==> config.mk <==
export PLATFORM = sky130hd
export DESIGN_NAME = signature_scan_scorer_unit
export DESIGN_NICKNAME = d
export VERILOG_FILES = /design/src/rtl/sssc_pkg.sv /design/src/rtl/signature_scan_scorer_unit.sv
export SDC_FILE = /design/constraint.sdc
export NUM_CORES = 1
export LEC_CHECK = 0
export BUFFER_PORTS_ARGS = -buffer_cell sky130_fd_sc_hd__buf_2
export CAP_MARGIN = 10
export CELL_PAD_IN_SITES_DETAIL_PLACEMENT = 0
export CELL_PAD_IN_SITES_GLOBAL_PLACEMENT = 1
export CORE_MARGIN = 3
export CORE_UTILIZATION = 47
export DETAILED_ROUTE_END_ITERATION = 6
export PLACE_DENSITY_LB_ADDON = 0.1
export SKIP_LAST_GASP = 1
export SLEW_MARGIN = 10
export SYNTH_ARGS = -nofsm -noshare
export SYNTH_HDL_FRONTEND = slang
export SYNTH_SLANG_ARGS = --single-unit
==> constraint.sdc <==
create_clock -name clock -period 7.9 [get_ports clock]
set_input_delay 1.185 -clock clock [delete_from_list [all_inputs] [get_ports clock]]
set_output_delay 1.185 -clock clock [all_outputs]
set_load 0.02 [all_outputs]
==> src/rtl/sssc_pkg.sv <==
`default_nettype none

package sssc_pkg;

   localparam int SIG_COUNT   = 16;
   localparam int SIG_MAX_LEN = 29;

   localparam int LEN_WIDTH   = 5;
   localparam int COUNT_WIDTH = 5;
   localparam int SCORE_WIDTH = 7;
   localparam int SUM_WIDTH   = 9;

   typedef logic [SIG_MAX_LEN*8-1:0] sig_text_type;
   typedef logic [SIG_COUNT-1:0]     sig_mask_type;

   // Text is right-aligned: byte 0 is the final character of the signature.
   localparam sig_text_type SIG_TEXT [SIG_COUNT] = '{
      sig_text_type'("response="),
      sig_text_type'("&ump="),
      sig_text_type'("&opt="),
      sig_text_type'("varUID"),
      sig_text_type'("varDumps"),
      sig_text_type'("IsValidCC"),
      sig_text_type'("DigitsLen"),
      sig_text_type'("IsEndDataValid"),
      sig_text_type'("Track3"),
      sig_text_type'({"Win", "dowsResilienceServiceMutex"}),
      sig_text_type'({"Software\\Resilience", " Soft", "ware"}),
      sig_text_type'("Luhn"),
      sig_text_type'("check digit"),
      sig_text_type'("card number"),
      sig_text_type'("^.{1,79}^"),
      sig_text_type'(";\\d{13,19}=")
   };

   localparam logic [LEN_WIDTH-1:0] SIG_LEN [SIG_COUNT] = '{
      5'd9, 5'd5, 5'd5, 5'd6, 5'd8, 5'd9, 5'd9, 5'd14,
      5'd6, 5'd29, 5'd28, 5'd4, 5'd11, 5'd11, 5'd9, 5'd11
   };

   localparam sig_mask_type EXFIL_MASK   = 16'h0003;
   localparam sig_mask_type CARD_MASK    = 16'h0820;
   localparam sig_mask_type PERSIST_MASK = 16'h0600;

   localparam logic [SUM_WIDTH-1:0] SCORE_PER_HIT = 9'd15;
   localparam logic [SUM_WIDTH-1:0] SCORE_EXFIL   = 9'd20;
   localparam logic [SUM_WIDTH-1:0] SCORE_CARD    = 9'd25;
   localparam logic [SUM_WIDTH-1:0] SCORE_PERSIST = 9'd10;
   localparam logic [SUM_WIDTH-1:0] SCORE_CAP     = 9'd100;

   localparam logic [SCORE_WIDTH-1:0] THRESH_RESET = 7'd55;

endpackage

`default_nettype wire

==> src/rtl/signature_scan_scorer_unit.sv <==
`default_nettype none

// Streams a buffer one byte per beat (req_last_byte marks its final byte) and, for each buffer,
// reports the 16-bit mask of literal signatures found, four category flags, a score saturated
// at 100 and the verdict against the threshold in csr_wr_data. A byte is taken every cycle while
// the input is not stalled; a shift window of the recent bytes feeds 16 parallel comparators.
// The result passes a mask register and then a scoring register before it appears. The input
// stalls only while both registers hold results that the receiver has not taken. Window and mask
// clear after each final byte; no signature spans two buffers. The threshold is sampled when the
// score is formed and must be written only while the block is idle.
module signature_scan_scorer_unit #(
   parameter int WINDOW_BYTES = 29
) (
   input  wire         clock,
   input  wire         reset,
   input  wire         req_valid,
   output logic        req_ready,
   input  wire  [7:0]  req_data_byte,
   input  wire         req_last_byte,
   output logic        rsp_valid,
   input  wire         rsp_ready,
   output logic [15:0] rsp_signature_hits,
   output logic        rsp_any_signature,
   output logic        rsp_http_exfil,
   output logic        rsp_card_validation,
   output logic        rsp_mutex_persistence,
   output logic [6:0]  rsp_total_score,
   output logic        rsp_likely_scraper,
   input  wire         csr_wr_en,
   input  wire  [6:0]  csr_wr_data
);

   localparam int HIST = WINDOW_BYTES - 1;

   logic [7:0]                 window_ff [HIST];
   logic [7:0]                 view      [WINDOW_BYTES];
   sssc_pkg::sig_mask_type     hit_mask_ff;
   sssc_pkg::sig_mask_type     hit_now;
   sssc_pkg::sig_mask_type     hit_mask_in;
   logic [6:0]                 threshold_ff;

   logic                       fin_valid_ff;
   sssc_pkg::sig_mask_type     fin_mask_ff;

   logic                       rsp_valid_ff;
   sssc_pkg::sig_mask_type     rsp_hits_ff;
   logic                       rsp_any_ff;
   logic                       rsp_exfil_ff;
   logic                       rsp_card_ff;
   logic                       rsp_persist_ff;
   logic [6:0]                 rsp_score_ff;
   logic                       rsp_likely_ff;

   logic                       req_fire;
   logic                       out_free;
   logic                       fin_free;

   logic [sssc_pkg::COUNT_WIDTH-1:0] cnt_all;
   logic [sssc_pkg::COUNT_WIDTH-1:0] cnt_exfil;
   logic [sssc_pkg::COUNT_WIDTH-1:0] cnt_card;
   logic [sssc_pkg::COUNT_WIDTH-1:0] cnt_persist;
   logic [sssc_pkg::SUM_WIDTH-1:0]   score_sum;
   logic [6:0]                       score_sat;

   assign out_free  = !rsp_valid_ff || rsp_ready;
   assign fin_free  = !fin_valid_ff || out_free;
   assign req_ready = fin_free;
   assign req_fire  = req_valid && req_ready;

   // Oldest byte at index 0, incoming byte at the top.
   always_comb begin
      for (int j = 0; j < HIST; j++) begin
         view[j] = window_ff[j];
      end
      view[WINDOW_BYTES-1] = req_data_byte;
   end

   always_comb begin
      for (int i = 0; i < sssc_pkg::SIG_COUNT; i++) begin
         hit_now[i] = (int'(sssc_pkg::SIG_LEN[i]) <= WINDOW_BYTES);
         for (int k = 0; k < sssc_pkg::SIG_MAX_LEN; k++) begin
            if (k < int'(sssc_pkg::SIG_LEN[i])) begin
               if (view[WINDOW_BYTES-1-k] != sssc_pkg::SIG_TEXT[i][8*k +: 8]) begin
                  hit_now[i] = 1'b0;
               end
            end
         end
      end
      hit_mask_in = hit_mask_ff | hit_now;
   end

   always_ff @(posedge clock) begin
      if (reset) begin
         for (int j = 0; j < HIST; j++) begin
            window_ff[j] <= 8'd0;
         end
         hit_mask_ff <= '0;
      end else if (req_fire) begin
         if (req_last_byte) begin
            for (int j = 0; j < HIST; j++) begin
               window_ff[j] <= 8'd0;
            end
            hit_mask_ff <= '0;
         end else begin
            for (int j = 0; j < HIST; j++) begin
               window_ff[j] <= view[j+1];
            end
            hit_mask_ff <= hit_mask_in;
         end
      end
   end

   always_ff @(posedge clock) begin
      if (reset) begin
         threshold_ff <= sssc_pkg::THRESH_RESET;
      end else if (csr_wr_en) begin
         threshold_ff <= csr_wr_data;
      end
   end

   // Final mask of a buffer waits here for the scoring stage.
   always_ff @(posedge clock) begin
      if (reset) begin
         fin_valid_ff <= 1'b0;
      end else if (fin_free) begin
         fin_valid_ff <= req_fire && req_last_byte;
      end
   end

   always_ff @(posedge clock) begin
      if (fin_free && req_fire && req_last_byte) begin
         fin_mask_ff <= hit_mask_in;
      end
   end

   always_comb begin
      cnt_all     = '0;
      cnt_exfil   = '0;
      cnt_card    = '0;
      cnt_persist = '0;
      for (int i = 0; i < sssc_pkg::SIG_COUNT; i++) begin
         cnt_all     = cnt_all + sssc_pkg::COUNT_WIDTH'(fin_mask_ff[i]);
         cnt_exfil   = cnt_exfil
                     + sssc_pkg::COUNT_WIDTH'(fin_mask_ff[i] & sssc_pkg::EXFIL_MASK[i]);
         cnt_card    = cnt_card
                     + sssc_pkg::COUNT_WIDTH'(fin_mask_ff[i] & sssc_pkg::CARD_MASK[i]);
         cnt_persist = cnt_persist
                     + sssc_pkg::COUNT_WIDTH'(fin_mask_ff[i] & sssc_pkg::PERSIST_MASK[i]);
      end
      score_sum = sssc_pkg::SCORE_PER_HIT * sssc_pkg::SUM_WIDTH'(cnt_all)
                + sssc_pkg::SCORE_EXFIL   * sssc_pkg::SUM_WIDTH'(cnt_exfil)
                + sssc_pkg::SCORE_CARD    * sssc_pkg::SUM_WIDTH'(cnt_card)
                + sssc_pkg::SCORE_PERSIST * sssc_pkg::SUM_WIDTH'(cnt_persist);
      if (score_sum > sssc_pkg::SCORE_CAP) begin
         score_sat = sssc_pkg::SCORE_CAP[6:0];
      end else begin
         score_sat = score_sum[6:0];
      end
   end

   always_ff @(posedge clock) begin
      if (reset) begin
         rsp_valid_ff <= 1'b0;
      end else if (out_free) begin
         rsp_valid_ff <= fin_valid_ff;
      end
   end

   always_ff @(posedge clock) begin
      if (out_free && fin_valid_ff) begin
         rsp_hits_ff    <= fin_mask_ff;
         rsp_any_ff     <= |fin_mask_ff;
         rsp_exfil_ff   <= |(fin_mask_ff & sssc_pkg::EXFIL_MASK);
         rsp_card_ff    <= |(fin_mask_ff & sssc_pkg::CARD_MASK);
         rsp_persist_ff <= |(fin_mask_ff & sssc_pkg::PERSIST_MASK);
         rsp_score_ff   <= score_sat;
         rsp_likely_ff  <= (score_sat >= threshold_ff);
      end
   end

   assign rsp_valid             = rsp_valid_ff;
   assign rsp_signature_hits    = rsp_hits_ff;
   assign rsp_any_signature     = rsp_any_ff;
   assign rsp_http_exfil        = rsp_exfil_ff;
   assign rsp_card_validation   = rsp_card_ff;
   assign rsp_mutex_persistence = rsp_persist_ff;
   assign rsp_total_score       = rsp_score_ff;
   assign rsp_likely_scraper    = rsp_likely_ff;

endmodule

`default_nettype wire

==> results.json, run 1 <==
{
  "antenna_found_initial": 2,
  "postRouteAntennaNets": 0,
  "vias": 9297,
  "synth_compound_area_frac": 0.0320,
  "io_pins": 51,
  "clk_path_buf_depth": 3,
  "nets": 1301,
  "rsz0062_at_grt": "yes",
  "synthAdderAreaFrac": 0.0696,
  "synth_nets": 1203,
  "crit_type": "flop to flop",
  "grt_max_degree": 141,
  "synth_flop_cell": "edfxtp_1",
  "clock_latency_ns": 0.56,
  "synth.area.mux_share": 0.00209,
  "hold_viol_final": 0,
  "grt_overflow": 0,
  "tightest_slew_ns": 1.16,
  "synth_top_family_by_area": "simple AND/OR/NAND/NOR gates",
  "grt_pass1_vias": 9334,
  "design_area_um2": 16400,
  "die_w_um": 181,
  "synth_xor_area_frac": 0.00489,
  "ys.warnings.count": 0,
  "first_iter_violations": 686,
  "final_util": 0.548,
  "syn2layout_area_growth_pct": 14.2,
  "power.leakage_nw": 6.33,
  "fin_ws_ns": -0.158,
  "finalCriticalPeriod_ns": 8.06,
  "max_freq_mhz": 124,
  "root_buffer": "clkbuf_16",
  "slew_headroom": 0.214,
  "arrival_ns": 8.35,
  "critical_path_required_ns": 8.19,
  "io_buffers": 50,
  "synth_edf_count": 260,
  "post_drt_wl_per_cell_um": 22.7,
  "yosys.area_share.simple": 0.271,
  "async_flop_share": 0,
  "first_pass_iters": 5,
  "setup_viol": 1,
  "ff2ff_setup_slack_ns": -0.16,
  "start_util": 0.480,
  "hold-worst-slack_ns": 0.453,
  "violations": "negative setup slack",
  "ys_seq_area_frac": 0.590,
  "synthCells": 1119,
  "cellPowerDensity_nw_per_um2": 315,
  "netlist_area_um2": 14300,
  "placed_area_um2": 15300,
  "synth-seq-cells": 293,
  "coreArea_um2": 29900,
  "place.gp.congestion": 0.971,
  "htree_levels": 1,
  "worst_clock_skew_ns": 0.0179,
  "hpwl_um": 26800,
  "drive_above_1_share": 0.157,
  "rows": 63,
  "grt_pass1_wl_um": 57000,
  "slew_violations": 0,
  "clock_sinks": 293,
  "hold_path.class": "flop to flop",
  "power_mw": 5.17,
  "grt_usage": 0.225,
  "ir_drop_mv": 0.245,
  "outcome": "complete, but fails checks",
  "die_height_um": 181,
  "cts_made_buffers": 31,
  "dieArea_um2": 32600,
  "routed_wl_um": 36900,
  "path_clk_slew_ns": 0.06,
  "yosysUniqueCellTypes": 60,
  "drcViolationCount": 0,
  "finalCritPeriodShare": 1.02,
  "worst_setup_path_end_kind": "flop",
  "cts_tree": "done",
  "syn_avg_cell_area_um2": 12.8,
  "hold_buffers": 0,
  "startpoint_type": "flop",
  "cap_violations": 0,
  "cp_max_fo": 4,
  "via_per_inst": 5.70
}
layer usage:
metal | track usage | share of wire | up-vias
met4 | 0.0669 | 0.032 | 0
met1 | 0.330 | 0.46 | 4602
met3 | 0.0384 | 0.060 | 72
met5 | 0 | 0 | -
met2 | 0.345 | 0.45 | 297
li1 | - | - | 4326
placed cells by master, fill, tap and decap left out, types with 20 or more instances in the layout:
cell type    n
ha_1        33
buf_4       48
inv_1       72
nor4b_1     20
edfxtp_1   260
buf_2       50
fa_1        25
nand2_1     52
and2_1     217
nand4_1     40
nor2_1      22
nor4_1      27
nor4bb_1    34
clkbuf_16   31
dfxtp_1     33
worst max-delay path: stages, from the launching register on:
cell and delay (ns):
edfxtp_1 0.40, inv_2 0.10, fa_1 0.45, fa_1 0.52
fa_2 0.56, fa_1 0.42, fa_2 0.38, fa_2 0.40
nor2b_1 0.15, o21ai_2 0.09, fa_1 0.50, inv_1 0.05
fa_1 0.47, inv_1 0.05, fa_1 0.47, fa_1 0.51
inv_1 0.05, ha_1 0.26, a21o_1 0.18, a21o_1 0.20
xnor2_2 0.17, or3_4 0.36, and3b_1 0.20, ha_1 0.27
a21o_1 0.15, a21o_1 0.17, a211oi_2 0.19, o31ai_1 0.08
cells by family (layout without fill, tap and decap cells):
kind of cell | count (synthesis) | count (layout)
AOI/OAI and AO/OA | 63 | 63
xor gates and xnor gates | 8 | 8
adders and majority gates | 63 | 63
buffers and inverters | 111 | 231
DFF | 293 | 293
muxes | 3 | 3
other | 0 | 1
and+or+nand+nor | 578 | 578
through the flow:
step / instances / TNS, ns / setup WS, ns
finish: 1630 / -0.158 / -0.158
global route: 1630 / -0.406 / -0.406
CTS: 1626 / -0.185 / -0.185
detailed placement: 1565 / -0.285 / -0.285
global placement: 1565 / -0.207 / -0.207
floorplan: 1119 / -0.121 / -0.121
worst paths after layout:
kind              startpoint                 end  depth (start not counted)
min          window_ff[0][6]     window_ff[0][6]                          2
min reg2reg  window_ff[0][6]     window_ff[0][6]                          2
max reg2reg  fin_mask_ff[11]  rsp_likely_scraper                         27
max          fin_mask_ff[11]  rsp_likely_scraper                         27
area by class of cell:
cell class                      count  area [um^2]
Fill cell                        2529        13500
Sequential cell                   293         8470
Multi-Input combinational cell    715         5540
Clock buffer                       35          801
Timing Repair Buffer               98          611
Tap cell                          390          488
Inverter                           78          295
Clock inverter                     20          175
Antenna cell                        1         2.50
power by group:
group	switching (mW)	total [mW]	internal (mW)
combinational	0.922	1.84	0.916
clock	0.587	1.41	0.820
sequential	0.0771	1.92	1.84
cells in the mapped netlist (13+ instances only):
cell / number / area (um^2)
edfxtp_1: 260 / 7810
fa_1: 28 / 561
nor4b_1: 20 / 175
nor2b_1: 17 / 106
nand2_1: 52 / 195
nand4b_1: 19 / 166
nand3_1: 15 / 75.1
a21oi_1: 13 / 65.1
nor4_1: 27 / 169
nand3b_1: 16 / 120
nand4_1: 40 / 250
nor4bb_1: 34 / 340
dfxtp_1: 33 / 661
nor2_1: 22 / 82.6
inv_1: 78 / 293
clkbuf_1: 30 / 113
ha_1: 35 / 438
and2_1: 217 / 1360
state kept, by name, summed over array words and instances (netlist names):
signal and count:
hit_mask_ff 16, rsp_any_signature 1, rsp_likely_scraper 1, fin_mask_ff 16, rsp_valid 1, rsp_signature_hits 16, window_ff 224, threshold_ff 7
rsp_total_score 7, rsp_card_validation 1, rsp_mutex_persistence 1, fin_valid_ff 1, rsp_http_exfil 1
timing repair:
action	in CTS	in global routing
pin swaps	22	6
endpoints found under the setup margin	1	1
gates resized for setup	9	1
gates cloned	0	0
setup buffers	6	3
Note: power is estimated with default switching activity, not from simulation.
==> inputs of run 2 (changes only) <==
ABC_AREA = 1   (was not set)
CORE_UTILIZATION = 44   (was 47)
==> results.json, run 2 <==
{
  "synthCells": 1713,
  "grt_pass1_wl_um": 60800,
  "nFillCells": 3289,
  "yosysUniqueCellTypes": 42,
  "synthTopCellsByArea": "edfxtp_1 (50%), nor2_1 (8.7%), inv_1 (8.6%), nand2_1 (6.2%), dfxtp_1 (4.3%)",
  "routed_wl_um": 39000,
  "fin_ws_ns": 0.148,
  "rsz0062_at_grt": "yes",
  "die_w_um": 193,
  "finalCritPeriodShare": 0.981,
  "startpoint_type": "flop",
  "path_clk_slew_ns": 0.06,
  "rows": 68,
  "worst_clock_skew_ns": 0.0152,
  "slew_violations": 0,
  "critical_path_required_ns": 8.15,
  "tns_ns": 0,
  "grt_max_degree": 141,
  "cts_tree": "done",
  "setup_viol": 0,
  "final_cell_mix": "nor2_1 (357), inv_1 (350), edfxtp_1 (260)",
  "via_per_inst": 4.87,
  "cp_max_fo": 3,
  "syn_avg_cell_area_um2": 9.03,
  "final_common_cell": "nor2_1",
  "drcViolationCount": 0,
  "arrival_ns": 8.00,
  "worst_setup_path_end_kind": "flop",
  "path_common_cell": "fa_1",
  "post_drt_wl_per_cell_um": 17.2,
  "synth_flop_cell": "edfxtp_1",
  "synth_edf_count": 260,
  "top_register": "window_ff",
  "io_pins": 51,
  "critPathMaxStageDelay_ns": 0.56,
  "dieArea_um2": 37400,
  "synth_most_common_cell": "nor2_1",
  "hpwl_um": 29600,
  "synth_nets": 1797,
  "clk_path_buf_depth": 3,
  "netlist_area_um2": 15500,
  "ys.warnings.count": 0,
  "die_height_um": 193,
  "grt_overflow": 0,
  "finalCriticalPeriod_ns": 7.75,
  "first_pass_iters": 5,
  "async_flop_share": 0,
  "grt_pass1_vias": 10700,
  "outcome": "complete, no violations",
  "ys_seq_area_frac": 0.548,
  "nets": 1874,
  "cap_violations": 0,
  "vias": 11000,
  "final_util": 0.502,
  "slew_headroom": 0.269,
  "worst_path_max_delay_cell": "fa_1",
  "synth-seq-cells": 293,
  "first_iter_violations": 767,
  "hold_viol_final": 0,
  "coreArea_um2": 34600,
  "cp_num_buf_inv": 6,
  "hold_buffers": 0,
  "cts_made_buffers": 36,
  "dp_worst_setup_slack_ns": -0.0559,
  "crit_type": "flop to flop",
  "syn2layout_area_growth_pct": 12.5,
  "clock_latency_ns": 0.53,
  "place.gp.congestion": 0.979,
  "synthTopCellsByCount": "nor2_1 (358), inv_1 (355), edfxtp_1 (260)",
  "cellPowerDensity_nw_per_um2": 417,
  "clock_sinks": 293,
  "placedCellCount": 2206,
  "start_util": 0.447,
  "tightest_slew_ns": 1.10,
  "finalNonFillerCells": 2270,
  "hold_path.class": "flop to flop",
  "path_delay_family": "adder cells",
  "largest_reg_flops": 224,
  "postRouteAntennaNets": 0,
  "ir_drop_mv": 0.796,
  "htree_levels": 2,
  "root_buffer": "clkbuf_16",
  "grt_usage": 0.209,
  "yosysTopAreaCell": "edfxtp_1",
  "antenna_found_initial": 0,
  "io_buffers": 50,
  "synth_top_area_frac": 0.505,
  "drive_above_1_share": 0.140,
  "max_freq_mhz": 129,
  "antennaDiodeCount": 0,
  "power.leakage_nw": 6.93
}
[run 2: cell count changes in the layout (fill, tap and decap cells not counted), moves of 23 or more]
cell	delta
nor4bb_1	-34
nor4_1	-23
nand2_1	+203
buf_4	-31
nor2_2	+102
nand3_1	+41
a21oi_1	+38
inv_1	+278
nor2_1	+335
and2_1	-217
nor3_1	+29
[run 2: where the power goes]
group	total [mW]	internal [mW]	switching, mW
registers	1.98	1.93	0.0555
logic	3.63	1.58	2.05
clock network	1.63	0.989	0.643
total	7.25	4.49	2.75
[run 2: layout make-up]
class,instances,area [um^2],share of cell area
Sequential cell,293,8470,0.487
Timing Repair Buffer,67,378,0.0217
Inverter,369,1400,0.0802
Clock inverter,20,208,0.0119
Multi-Input combinational cell,1023,5420,0.312
Tap cell,455,569,0.0327
Clock buffer,43,948,0.0545
[run 2: tightest hold or removal path, delay by kind of cell (launching register included)]
family        cells  cell delay [ns]
simple gates      2             0.10
flops             1             0.31
[run 2: path summary, 6_finish.rpt]
kind,startpoint,end,slack (ns),cells after the start
max,fin_mask_ff[9],rsp_likely_scraper,0.15,27
min,hit_mask_ff[13],hit_mask_ff[13],0.45,2
max reg2reg,fin_mask_ff[9],rsp_likely_scraper,0.15,27
min reg2reg,hit_mask_ff[13],hit_mask_ff[13],0.45,2
[run 2: metal layers]
layer / up-vias / share of wire / track usage
li1: 5532 / - / -
met1: 5192 / 0.48 / 0.310
met2: 269 / 0.44 / 0.319
met3: 53 / 0.049 / 0.0296
met4: 0 / 0.025 / 0.0654
met5: - / 0 / 0
[run 2: logic make-up after synthesis]
kind of cell / count (synthesis) / share of synthesized area
AND/OR/NAND/NOR: 883 / 0.254
buffers and inverters: 397 / 0.105
flip-flops: 293 / 0.548
AO/OA/AOI/OAI: 68 / 0.0233
adder cells (fa/ha/maj): 63 / 0.0646
XOR/XNOR: 9 / 0.00607
[run 2: stage by stage]
step	cell area, um^2	hold slack [ns]	total power, mW
final	17400	0.452	7.25
after global routing	17400	0.466	7.96
after CTS	17400	0.456	7.12
after detailed placement	16200	0.441	5.39
after global placement	16200	0.431	5.30
after floorplan	15500	0.426	4.55
[run 2: what timing repair did]
item	in CTS	in global routing
endpoints found under the setup margin	1	1
cloned	0	0
pin swaps	3	3
resized for setup	3	7
setup buffers	1	0
